`src/rtl/matrix4x4_multiply_defines.svh`:
```
// Assertion macros shared by the matrix multiplier RTL.
// Depends on nothing; included by files that carry concurrent assertions.
`ifndef MATRIX4X4_MULTIPLY_DEFINES_SVH
`define MATRIX4X4_MULTIPLY_DEFINES_SVH

// Property that must hold at every clock edge outside reset.
`define MM4_ASSERT(label, prop, msg) \
    label: assert property (@(posedge aclk) disable iff (!aresetn) (prop)) else $error(msg);

// Implication checked in the cycle after the trigger.
`define MM4_ASSERT_NEXT(label, trig, cons, msg) \
    label: assert property (@(posedge aclk) disable iff (!aresetn) (trig) |=> (cons)) \
        else $error(msg);

`endif

```
`src/rtl/mm4_pkg.sv`:
```
// Shared constants, types and the saturation function of the matrix multiplier.
// Depends on nothing; imported by every module of the block.
package mm4_pkg;

    localparam int DIM       = 4;
    localparam int FRAC_BITS = 16;
    localparam int ELEM_W    = 32;
    localparam int IDX_W     = $clog2(DIM);
    localparam int ADDR_W    = $clog2(DIM * DIM);
    localparam int PROD_W    = 2 * ELEM_W;
    localparam int ACC_W     = PROD_W - FRAC_BITS + $clog2(DIM);
    localparam int POS_W     = 2;
    localparam int OP_W      = 2;

    localparam logic [OP_W-1:0] OP_LOAD_LEFT  = 2'd0;
    localparam logic [OP_W-1:0] OP_LOAD_RIGHT = 2'd1;
    localparam logic [OP_W-1:0] OP_COMPUTE    = 2'd2;

    typedef logic [ADDR_W-1:0]        addr_t;
    typedef logic [IDX_W-1:0]         idx_t;
    typedef logic [POS_W-1:0]         pos_t;
    typedef logic [OP_W-1:0]          op_t;
    typedef logic signed [ELEM_W-1:0] elem_t;
    typedef logic signed [ACC_W-1:0]  acc_t;

    // Tag that travels with one operand pair through the multiply-accumulate unit.
    typedef struct packed {
        logic valid;
        logic first;
        logic last;
    } mac_ctl_t;

    // Clamp the exact dot product to the signed element range.
    function automatic elem_t sat_elem(input acc_t acc);
        logic [ACC_W-ELEM_W:0] upper;
        elem_t                 res;
        begin
            upper = acc[ACC_W-1:ELEM_W-1];
            if ((&upper) || !(|upper)) begin
                res = acc[ELEM_W-1:0];
            end else if (acc[ACC_W-1]) begin
                res = {1'b1, {(ELEM_W-1){1'b0}}};
            end else begin
                res = {1'b0, {(ELEM_W-1){1'b1}}};
            end
            return res;
        end
    endfunction

endpackage

```
`src/rtl/mm4_store.sv`:
```
// One matrix store: memory with a write port, a registered read port and
// per-entry valid bits so that unwritten entries read as zero. Uses mm4_pkg.
module mm4_store (
    input  logic           aclk,
    input  logic           aresetn,
    input  logic           wr_en,
    input  mm4_pkg::addr_t wr_addr,
    input  mm4_pkg::elem_t wr_data,
    input  mm4_pkg::addr_t rd_addr,
    output mm4_pkg::elem_t rd_data
);
    import mm4_pkg::*;

    elem_t                mem_reg [DIM*DIM];
    logic [DIM*DIM-1:0]   valid_reg;
    elem_t                rd_mem_reg;
    logic                 rd_vld_reg;

    always_ff @(posedge aclk) begin
        if (wr_en) begin
            mem_reg[wr_addr] <= wr_data;
        end
        rd_mem_reg <= mem_reg[rd_addr];
    end

    always_ff @(posedge aclk) begin
        if (!aresetn) begin
            valid_reg  <= '0;
            rd_vld_reg <= 1'b0;
        end else begin
            if (wr_en) begin
                valid_reg[wr_addr] <= 1'b1;
            end
            rd_vld_reg <= valid_reg[rd_addr];
        end
    end

    assign rd_data = rd_vld_reg ? rd_mem_reg : '0;

endmodule

```
`src/rtl/mm4_mac.sv`:
```
// Shared multiply-accumulate unit: registered product, then shift and exact sum.
// Uses mm4_pkg for widths, the control tag and the saturation function.
module mm4_mac (
    input  logic              aclk,
    input  logic              aresetn,
    input  mm4_pkg::mac_ctl_t ctl,
    input  mm4_pkg::elem_t    a,
    input  mm4_pkg::elem_t    b,
    output logic              acc_done,
    output mm4_pkg::elem_t    result
);
    import mm4_pkg::*;

    logic signed [PROD_W-1:0] prod_reg;
    logic signed [PROD_W-1:0] shifted;
    mac_ctl_t                 p_ctl_reg;
    acc_t                     term;
    acc_t                     acc_reg;
    acc_t                     acc_next;
    logic                     done_reg;
    logic                     done_next;

    // The arithmetic shift floors, as the fixed-point format requires.
    assign shifted = prod_reg >>> FRAC_BITS;
    assign term    = ACC_W'(shifted);

    always_comb begin
        acc_next = acc_reg;
        if (p_ctl_reg.valid) begin
            acc_next = p_ctl_reg.first ? term : acc_t'(acc_reg + term);
        end
        done_next = done_reg;
        if (ctl.valid && ctl.first) begin
            done_next = 1'b0;
        end else if (p_ctl_reg.valid && p_ctl_reg.last) begin
            done_next = 1'b1;
        end
    end

    always_ff @(posedge aclk) begin
        prod_reg <= PROD_W'(a) * PROD_W'(b);
        acc_reg  <= acc_next;
    end

    always_ff @(posedge aclk) begin
        if (!aresetn) begin
            p_ctl_reg <= '0;
            done_reg  <= 1'b0;
        end else begin
            p_ctl_reg <= ctl;
            done_reg  <= done_next;
        end
    end

    assign acc_done = done_reg;
    assign result   = sat_elem(acc_reg);

endmodule

```
`src/rtl/matrix4x4_multiply.sv`:
```
// Top level of the 4x4 signed Q16.16 matrix multiplier: request sequencer,
// two matrix stores and one shared multiply-accumulate unit.
// Depends on mm4_pkg, mm4_store, mm4_mac and matrix4x4_multiply_defines.svh.
//
//  Channel | Direction | Ports                                         | Carries
//  s_      | in        | s_valid/s_ready, s_operation, s_row_index,    | load or compute request
//          |           | s_col_index, s_element_value                  |
//  m_      | out       | m_valid/m_ready, m_out_row, m_out_col,        | one product element
//          |           | m_product_value, m_last_of_run                |
//
// A load request produces no result.
// A compute request emits DIM*DIM results in row-major order. For each element,
// DIM operand pairs go through the one shared multiplier, then the store read
// register, product register and accumulator register drain before the element
// can go to the output register.
// A stalled output holds the sequencer before the next element is issued; s_ready
// is high only while no compute request is being worked on.
// Reset is synchronous and active low; both stores read as zero after reset
// through per-entry valid bits, so no clearing pass is needed.
`include "matrix4x4_multiply_defines.svh"

module matrix4x4_multiply (
    input  logic           aclk,
    input  logic           aresetn,
    input  logic           s_valid,
    output logic           s_ready,
    input  mm4_pkg::op_t   s_operation,
    input  mm4_pkg::pos_t  s_row_index,
    input  mm4_pkg::pos_t  s_col_index,
    input  mm4_pkg::elem_t s_element_value,
    output logic           m_valid,
    input  logic           m_ready,
    output mm4_pkg::pos_t  m_out_row,
    output mm4_pkg::pos_t  m_out_col,
    output mm4_pkg::elem_t m_product_value,
    output logic           m_last_of_run
);
    import mm4_pkg::*;

    typedef enum logic [1:0] {
        ST_IDLE,
        ST_ISSUE,
        ST_RESULT
    } state_t;

    state_t   state_reg, state_next;
    idx_t     r_reg, r_next;
    idx_t     c_reg, c_next;
    idx_t     k_reg, k_next;
    mac_ctl_t ctl_reg, ctl_next;
    logic     m_valid_reg, m_valid_next;
    pos_t     m_row_reg, m_row_next;
    pos_t     m_col_reg, m_col_next;
    elem_t    m_value_reg, m_value_next;
    logic     m_last_reg, m_last_next;

    logic     in_fire;
    logic     in_range;
    logic     wr_left;
    logic     wr_right;
    addr_t    wr_addr;
    addr_t    left_rd_addr;
    addr_t    right_rd_addr;
    elem_t    left_data;
    elem_t    right_data;
    logic     acc_done;
    elem_t    mac_result;
    logic     out_free;
    logic     load_out;
    logic     last_elem;

    // Request acceptance and the store write path. Loads outside the matrix and
    // the unused operation code are accepted and dropped.
    assign s_ready  = (state_reg == ST_IDLE);
    assign in_fire  = s_valid && s_ready;
    assign in_range = (int'(s_row_index) < DIM) && (int'(s_col_index) < DIM);
    assign wr_left  = in_fire && in_range && (s_operation == OP_LOAD_LEFT);
    assign wr_right = in_fire && in_range && (s_operation == OP_LOAD_RIGHT);
    assign wr_addr  = ADDR_W'(ADDR_W'(s_row_index) * ADDR_W'(DIM) + ADDR_W'(s_col_index));

    // The left operand walks along row r, the right one down column c.
    assign left_rd_addr  = ADDR_W'(ADDR_W'(r_reg) * ADDR_W'(DIM) + ADDR_W'(k_reg));
    assign right_rd_addr = ADDR_W'(ADDR_W'(k_reg) * ADDR_W'(DIM) + ADDR_W'(c_reg));

    assign last_elem = (r_reg == idx_t'(DIM - 1)) && (c_reg == idx_t'(DIM - 1));
    assign out_free  = !m_valid_reg || m_ready;
    assign load_out  = (state_reg == ST_RESULT) && acc_done && out_free;

    mm4_store u_left (
        .aclk    (aclk),
        .aresetn (aresetn),
        .wr_en   (wr_left),
        .wr_addr (wr_addr),
        .wr_data (s_element_value),
        .rd_addr (left_rd_addr),
        .rd_data (left_data)
    );

    mm4_store u_right (
        .aclk    (aclk),
        .aresetn (aresetn),
        .wr_en   (wr_right),
        .wr_addr (wr_addr),
        .wr_data (s_element_value),
        .rd_addr (right_rd_addr),
        .rd_data (right_data)
    );

    // The tag register lines up with the registered store read data.
    mm4_mac u_mac (
        .aclk     (aclk),
        .aresetn  (aresetn),
        .ctl      (ctl_reg),
        .a        (left_data),
        .b        (right_data),
        .acc_done (acc_done),
        .result   (mac_result)
    );

    always_comb begin
        state_next   = state_reg;
        r_next       = r_reg;
        c_next       = c_reg;
        k_next       = k_reg;
        ctl_next     = '0;
        m_valid_next = m_valid_reg && !m_ready;
        m_row_next   = m_row_reg;
        m_col_next   = m_col_reg;
        m_value_next = m_value_reg;
        m_last_next  = m_last_reg;

        case (state_reg)
            ST_IDLE: begin
                if (in_fire && (s_operation == OP_COMPUTE)) begin
                    state_next = ST_ISSUE;
                    r_next     = '0;
                    c_next     = '0;
                    k_next     = '0;
                end
            end
            ST_ISSUE: begin
                // One operand pair per cycle into the shared multiplier.
                ctl_next.valid = 1'b1;
                ctl_next.first = (k_reg == '0);
                ctl_next.last  = (k_reg == idx_t'(DIM - 1));
                if (k_reg == idx_t'(DIM - 1)) begin
                    k_next     = '0;
                    state_next = ST_RESULT;
                end else begin
                    k_next = idx_t'(k_reg + 1'b1);
                end
            end
            ST_RESULT: begin
                // Wait for the sum to settle and for room in the output register.
                if (load_out) begin
                    m_valid_next = 1'b1;
                    m_row_next   = pos_t'(r_reg);
                    m_col_next   = pos_t'(c_reg);
                    m_value_next = mac_result;
                    m_last_next  = last_elem;
                    if (last_elem) begin
                        state_next = ST_IDLE;
                    end else begin
                        state_next = ST_ISSUE;
                        if (c_reg == idx_t'(DIM - 1)) begin
                            c_next = '0;
                            r_next = idx_t'(r_reg + 1'b1);
                        end else begin
                            c_next = idx_t'(c_reg + 1'b1);
                        end
                    end
                end
            end
            default: begin
                state_next = ST_IDLE;
            end
        endcase
    end

    always_ff @(posedge aclk) begin
        if (!aresetn) begin
            state_reg   <= ST_IDLE;
            r_reg       <= '0;
            c_reg       <= '0;
            k_reg       <= '0;
            ctl_reg     <= '0;
            m_valid_reg <= 1'b0;
            m_last_reg  <= 1'b0;
        end else begin
            state_reg   <= state_next;
            r_reg       <= r_next;
            c_reg       <= c_next;
            k_reg       <= k_next;
            ctl_reg     <= ctl_next;
            m_valid_reg <= m_valid_next;
            m_last_reg  <= m_last_next;
        end
    end

    always_ff @(posedge aclk) begin
        m_row_reg   <= m_row_next;
        m_col_reg   <= m_col_next;
        m_value_reg <= m_value_next;
    end

    assign m_valid         = m_valid_reg;
    assign m_out_row       = m_row_reg;
    assign m_out_col       = m_col_reg;
    assign m_product_value = m_value_reg;
    assign m_last_of_run   = m_last_reg;

    `MM4_ASSERT_NEXT(a_compute_starts, in_fire && (s_operation == OP_COMPUTE), (state_reg == ST_ISSUE) && (r_reg == '0) && (c_reg == '0) && (k_reg == '0), "compute request did not start at element zero")
    `MM4_ASSERT(a_last_position, !(m_valid && m_last_of_run) || ((m_out_row == pos_t'(DIM - 1)) && (m_out_col == pos_t'(DIM - 1))), "last flag on an element other than the final one")
    `MM4_ASSERT_NEXT(a_last_to_idle, load_out && last_elem, (state_reg == ST_IDLE) && m_valid && m_last_of_run, "final element did not end the run")
    `MM4_ASSERT(a_no_issue_in_result, !((state_reg == ST_RESULT) && ctl_next.valid), "operand issued while waiting for a result")

endmodule

```
`config.mk`:
```
export PLATFORM = sky130hd
export DESIGN_NAME = matrix4x4_multiply
export DESIGN_NICKNAME = d
export VERILOG_FILES = /design/src/rtl/mm4_pkg.sv /design/src/rtl/mm4_store.sv /design/src/rtl/mm4_mac.sv /design/src/rtl/matrix4x4_multiply.sv
export VERILOG_INCLUDE_DIRS = /design/src /design/src/rtl
export SDC_FILE = /design/constraint.sdc
export NUM_CORES = 2
export LEC_CHECK = 0
export ABC_CLOCK_PERIOD_IN_PS = 11350
export BUFFER_PORTS_ARGS = -buffer_cell sky130_fd_sc_hd__buf_2
export CORE_UTILIZATION = 60
export DETAILED_ROUTE_END_ITERATION = 6
export PLACE_DENSITY_LB_ADDON = 0.3
export SETUP_SLACK_MARGIN = 0.02
export SYNTH_ARGS = -nofsm -noshare
export SYNTH_HDL_FRONTEND = slang
export SYNTH_HIERARCHICAL = 1
export SYNTH_SLANG_ARGS = --single-unit
```
`constraint.sdc`:
```
create_clock -name aclk -period 11.35 [get_ports aclk]
set_input_delay 1.135 -clock aclk [delete_from_list [all_inputs] [get_ports aclk]]
set_output_delay 1.135 -clock aclk [all_outputs]
set_load 0.02 [all_outputs]
```
-- Word level (Yosys, flattened, before mapping)
Memory sizes are Yosys's and may differ from the RTL's. A register that Yosys moved wholly into a read port is not among the register bits.
Index checks and enable logic that the tools add are counted.
- bits in registers: 201
- bits in latches: 0
- RAM bits: 1024
- ROM bits: 0
- input port bits: 42
- output and inout port bits: 39
- logic and storage cells: 115
- memories: 2
- add/sub/neg operators: 7
- multiply operators: 1
- div/mod/pow operators: 0
- magnitude comparators: 4
- eq/ne operators: 12
- shift operators: 0
- mux-type cells: 34
- bitwise logic cells: 3
- reduce and logical (&&, ||, !) cells: 30
- memories (memory ; words ; width ; rd ports ; clocked after memory_dff ; wr ports ; RTL line ; source):
    u_left.mem_reg ; 16 ; 32 ; 1 ; 1 ; 1 ; mm4_store.sv:14 ; elem_t mem_reg [DIM*DIM];
    u_right.mem_reg ; 16 ; 32 ; 1 ; 1 ; 1 ; mm4_store.sv:14 ;
- operators by type and width (kind ; count):
    2-to-1 mux 32 bit ; 4
    multiplier 32 x 32 -> 64 bit ; 1
    adder 50 x 48 -> 50 bit ; 1
    2-to-1 mux 50 bit ; 1
    bitwise OR 16 bit ; 2
    2-to-1 mux 2 bit ; 11
    AND reduction 19 bit ; 1
    OR reduction 19 bit ; 1
    less-than comparator 4 x 5 -> 1 bit, second input constant ; 3
    adder 4 x 2 -> 4 bit ; 3
    one-hot mux 2 bit (2 select lines) ; 3
    logical AND 1 bit ; 11
    equality test 2 bit, second input constant ; 5
    2-to-1 mux 1 bit ; 10
    binary-select mux 1 bit (select 4 bit) ; 2
    inequality test 2 bit, second input constant ; 4
    adder 2 x 1 -> 2 bit, second input constant ; 3
    zero test 2 bit ; 3
    one-hot mux 2 bit (3 select lines) ; 1
    AND reduction 2 bit ; 3
    AND reduction 5 bit ; 1
    demux 1 bit (select 4 bit) ; 1
    equality test 2 x 1 -> 1 bit, second input constant ; 2
    greater-or-equal comparator 4 x 1 -> 1 bit, second input constant ; 1
    other kinds (9) ; 13

-- Longest topological paths before layout
- word-level depth: 6
- gate-level depth with buffers: 31
- mapped depth without buffers: 28

-- Cells and area by module
The synthesis kept the hierarchy.
- by module, submodules not included (module ; instances ; cells each ; area an instance (µm²) ; sequential area each (µm²)):
    mm4_store ; 2 ; 927 ; 20697.4 ; 16355.7
    mm4_mac ; 1 ; 4342 ; 41145.7 ; 2542.4
    matrix4x4_multiply ; 1 ; 110 ; 1760.4 ; 1341.3

-- Worst setup path before layout
Ideal clock, no wire load.
- path kind: register to register
- start: reg u_right.rd_vld_reg
- end: reg u_mac.prod_reg[63]
- setup time: 0.073 ns
- arrival: 7.838 ns
- required time: 11.277 ns
- setup slack: 3.439 ns
- stages on the path, launching flop included: 27
- buffers on the path: 3
- period minus slack after synthesis: 7.911 ns
- cell sequence: dfxtp_1 -> clkbuf_1 -> and2_1 -> clkbuf_1 -> nand2_1 -> inv_1 -> fa_1 -> fa_1 -> fa_1 -> fa_1 -> fa_1 -> fa_1 -> fa_1 -> fa_1 -> ha_1 -> clkbuf_1 -> and4_1 -> nand3_1 -> o21ai_0 -> o21a_1 -> a22o_1 -> a311oi_1 -> o31a_1 -> o21a_2 -> o211ai_2 -> a2111o_1 -> o211ai_2
- cells in the longest elaborated chain, start to end: 2
- ends and longest elaborated chain (item ; RTL line ; source):
    start: declaration ; mm4_store.sv:17 ; logic rd_vld_reg;
    start signal: assignment ; mm4_store.sv:34 ; rd_vld_reg <= valid_reg[rd_addr];
    2-to-1 mux 32 bit ; mm4_store.sv:38 ; assign rd_data = rd_vld_reg ? rd_mem_reg : '0;
    named net right_data[2] ; matrix4x4_multiply.sv:65 ; elem_t right_data;
    multiplier 32 x 32 -> 64 bit ; mm4_mac.sv:41 ; prod_reg <= PROD_W'(a) * PROD_W'(b);
    end signal: assignment ; mm4_mac.sv:41 ;
    end: declaration ; mm4_mac.sv:14 ; logic signed [PROD_W-1:0] prod_reg;
The timed path passes the listed nets, and every way through them passes these cells.
A chain may end at the register's enable or synchronous reset.

-- Worst setup path in the final report
Same ends and word-level chain as after synthesis.

==> results.md <==
* Worst-margin pin slew at 1.333 ns
* Crit-path leading delay family: adder cells
* Synth unique cells at 83
* Setup_tns at 0 ns
* GR Overflow Total at 0
* Antenna-violating nets left at 0
* RSZ-0062 raised after global routing: no
* Largest family of logic cells by synthesized area: adder cells
* Routability cong. at 0.9267
* Synth warn at 6
* WP data required at 12.01 ns
* Final worst hold slack at 0.4315 ns
* EDFF count, synth at 1110
* Row count at 137
* FF-to-FF End: u_mac/prod_reg[63]$_DFF_P_
* Area of the multi-input gates at 42960 sq um
* Drt drc at 0
* Min-delay src: ctl_reg[0]$_SDFF_PN0_
* Worst endpoint data arrival time at 10.87 ns
* Most common cell after layout, fill and taps aside: edfxtp_1
* Starting Density at 60.42%
* CP Capture Type: flip-flop
* RR Startpoint: u_right/rd_vld_reg$_SDFF_PN0_
* Skew final at 0.08642 ns
* CP max-delay cell: dfxtp_1
* Max clock buf depth at 3
* Hold Crit Class: flip-flop to flip-flop
* Hold path cells at 1
* First-pass GRT wire length at 321100 um
* Worst-path clk slew at 0.09 ns
* Post-Synth Simple-Gate Area at 9.043%
* Final hold vios at 0
* IO Pins at 81
* Root Buffer: clkbuf_16
* Worst Hold End: u_mac/p_ctl_reg[0]$_SDFF_PN0_
* CTS Buf Count at 119
* Status: completed
* Pre-Repair DR Iteration Count at 6
* Setup-violating endpoint count in the final report at 0
* Core Area at 139500 sq um
* Post-CTS setup buffers at 0
* Reg area at 36610 sq um
* R2R setup slack at 1.13 ns
* Post-Syn Nets at 7663
* PwrDens at 102.3 nW/um^2
* Syn avg cell area at 13.37 sq um
* Clock sinks at 1273
* Crit Path Class: flip-flop to flip-flop
* Peak supply drop at 0.1640 mV
* Reg2reg path depth at 26
* CP startpoint kind: flip-flop
* Clock Latency Late Sink at 0.78 ns
* FILL cells at 9989
* Die Y at 376.8 um
* PostCTS Resize Cnt at 0
* CTS tree: built
* P&R area growth vs syn at 7.630%
* Crit path top cell by count: fa_1
* Antenna violations before repair at 15
* Leakage power at 36.72 nW
* Max-slew headroom at 11.15%
* CTS H-tree depth at 3
* Xor/xnor share of the synthesized area at 0.9766%
* Main synth FF type: edfxtp_1
* Commonest non-fill, non-tap cells in the layout: 1110 x edfxtp_1, 1082 x fa_1, 974 x inv_1, 649 x nand2_1, 573 x and2_1
* Netlist Area Pre-Place at 84300 sq um
* Share of cells above drive strength 1 at 11.12%
* Synthesized netlist cell count at 6306
* Crit-path max FO at 24
* Hold buffers post-CTS at 0
* Post-synthesis mux area share at 7.126%
* Seq/Total Area, Yosys at 43.41%
* Drt total wl at 207700 um
* Yosys reg bits at 1273
* DRT iter0 DRCs at 4699
* Total of max-cap violations at 0
* Die ar. at 142000 sq um
* Slowest stage delay, CP at 1.15 ns
* Buf/Inv on CP at 4
* Via count at 50090
* Async set-or-reset flop fraction in the synthesized netlist at 0%
* Routed len/inst at 25.07 um
* Port Buffer Count at 80
* Final slew viol count at 0
* Area share of fa/ha/maj cells after synthesis at 29.15%
* Nets at 7652
* FMAX at 97.85 MHz
* Vias in the first global route at 53950
* Crit path time final at 10.22 ns
* Largest net degree at the start of global routing at 79
* Width of the chip at 376.8 um
* Final period util at 90.04%
* Vias/cell at 6.045
* Complex-gate fraction of the synthesized area at 4.316%
* DP Wirelength at 137800 um
* Overall Global Routing Usage at 30.32%
## cells in the mapped netlist, types with 3 or more instances
master    number  share of area, %
edfxtp_1    1110                40
fa_1        1082                26
inv_1        975               4.3
nand2_1      649               2.9
and2_1       589               4.4
clkbuf_1     266               1.2
mux4_2       260               6.9
ha_1         233               3.5
dfxtp_1      163               3.9
a22oi_1      129               1.1
nor2_1       112              0.50
a21oi_1       88              0.52
o21ai_0       79              0.47
a21o_1        73              0.65
xnor2_1       63              0.65
o21a_1        46              0.41
buf_2         35              0.21
xor2_1        31              0.32
nand3_1       30              0.18
nor3_1        26              0.15
nand2b_1      22              0.16
nor2b_1       19              0.14
nand4_1       18              0.13
buf_6         16              0.21
and3_1        15              0.11
mux2i_1       14              0.17
o21bai_1      14              0.12
nor4_1        11             0.082
a211oi_1       9             0.080
a31oi_1        9             0.067
o211ai_1       9             0.080
o31ai_1        8             0.071
a21boi_0       7             0.062
o22ai_1        6             0.045
a221oi_1       5             0.052
buf_1          5             0.022
nand3b_1       5             0.045
o21ai_1        5             0.030
or3_1          5             0.037
a311oi_1       4             0.042
a211oi_2       3             0.045
a221o_1        3             0.036
o211ai_2       3             0.045
or2_2          3             0.022
or4_1          3             0.027
## per-stage QoR
step	power, W	setup WS [ns]	instance area, sq um	util (%)	cells
4_1_cts	0.009335	1.153	90710	65.01	8278
3_3_place_gp	0.005419	1.225	86820	62.22	8050
5_1_grt	0.009516	0.7479	90730	65.02	8284
2_1_floorplan	0.005320	3.439	84300	-	6306
6_report	0.009286	1.130	90730	65.03	8286
3_5_place_dp	0.005429	1.189	86820	62.22	8050
## worst reg2reg max path, cell delays in order (launching register included)
cell and delay (ns):
dfxtp_1 1.15, buf_4 0.36, and2_1 1.04, nand2_1 0.20, fa_1 0.57, inv_1 0.05
fa_1 0.50, inv_1 0.05, fa_1 0.55, inv_1 0.06, fa_1 0.49, fa_1 0.54
fa_1 0.44, fa_1 0.51, fa_1 0.43, ha_1 0.43, a21oi_1 0.27, nand2b_1 0.12
a211oi_1 0.23, o211ai_2 0.12, a41o_2 0.30, a311oi_1 0.59, o31a_1 0.29, o21a_2 0.21
o211ai_2 0.13, a2111o_1 0.39, o211ai_2 0.08
## worst max-delay path by stage
stage / slack [ns] / cells past startpoint / end / startpoint
6_report: 1.13 / 26 / u_mac/prod_reg[63]$_DFF_P_ / u_right/rd_vld_reg$_SDFF_PN0_
5_1_grt: 0.75 / 25 / u_mac/prod_reg[63]$_DFF_P_ / u_right/rd_vld_reg$_SDFF_PN0_
4_1_cts: 1.15 / 25 / u_mac/prod_reg[63]$_DFF_P_ / u_right/rd_vld_reg$_SDFF_PN0_
3_5_place_dp: 1.19 / 26 / u_mac/prod_reg[63]$_DFF_P_ / u_right/rd_vld_reg$_SDFF_PN0_
3_3_place_gp: 1.23 / 25 / u_mac/prod_reg[63]$_DFF_P_ / u_right/rd_vld_reg$_SDFF_PN0_
2_1_floorplan: 3.44 / 26 / u_mac/prod_reg[63]$_DFF_P_ / u_right/rd_vld_reg$_SDFF_PN0_
## power breakdown
group / internal, W / switching (W)
Clock: 0.00220 / 0.00175
Combinational: 0.0000614 / 0.000142
Sequential: 0.00511 / 0.0000213
Total: 0.00737 / 0.00192
## cell families after synthesis
logic type | count (synthesis)
flops | 1273
simple gates | 1524
mux | 275
xor+xnor | 94
compound gates | 527
fa+ha+maj | 1315
buf+inv | 1298
## per-layer routing
layer / share of wire [%] / up-vias / GRT usage (%) / wire (um)
met5: 0.036 / - / 0 / 74
met4: 3.6 / 12 / 10.47 / 7481
met3: 9.1 / 501 / 5.939 / 18930
met2: 50 / 2529 / 50.70 / 103100
met1: 38 / 26130 / 39.89 / 78180
li1: - / 20920 / - / -
## area by class of cell
class	count	share of cell area [%]
flip-flops and latches	1273	40.35
clock inverters	55	0.6440
inverters	975	4.034
well taps	1876	2.587
diodes	8	0.02206
multi-input cells	3735	47.35
repair buffers	191	1.360
clock buffers	173	3.650
No activity file was read; power rests on OpenSTA's default activity.
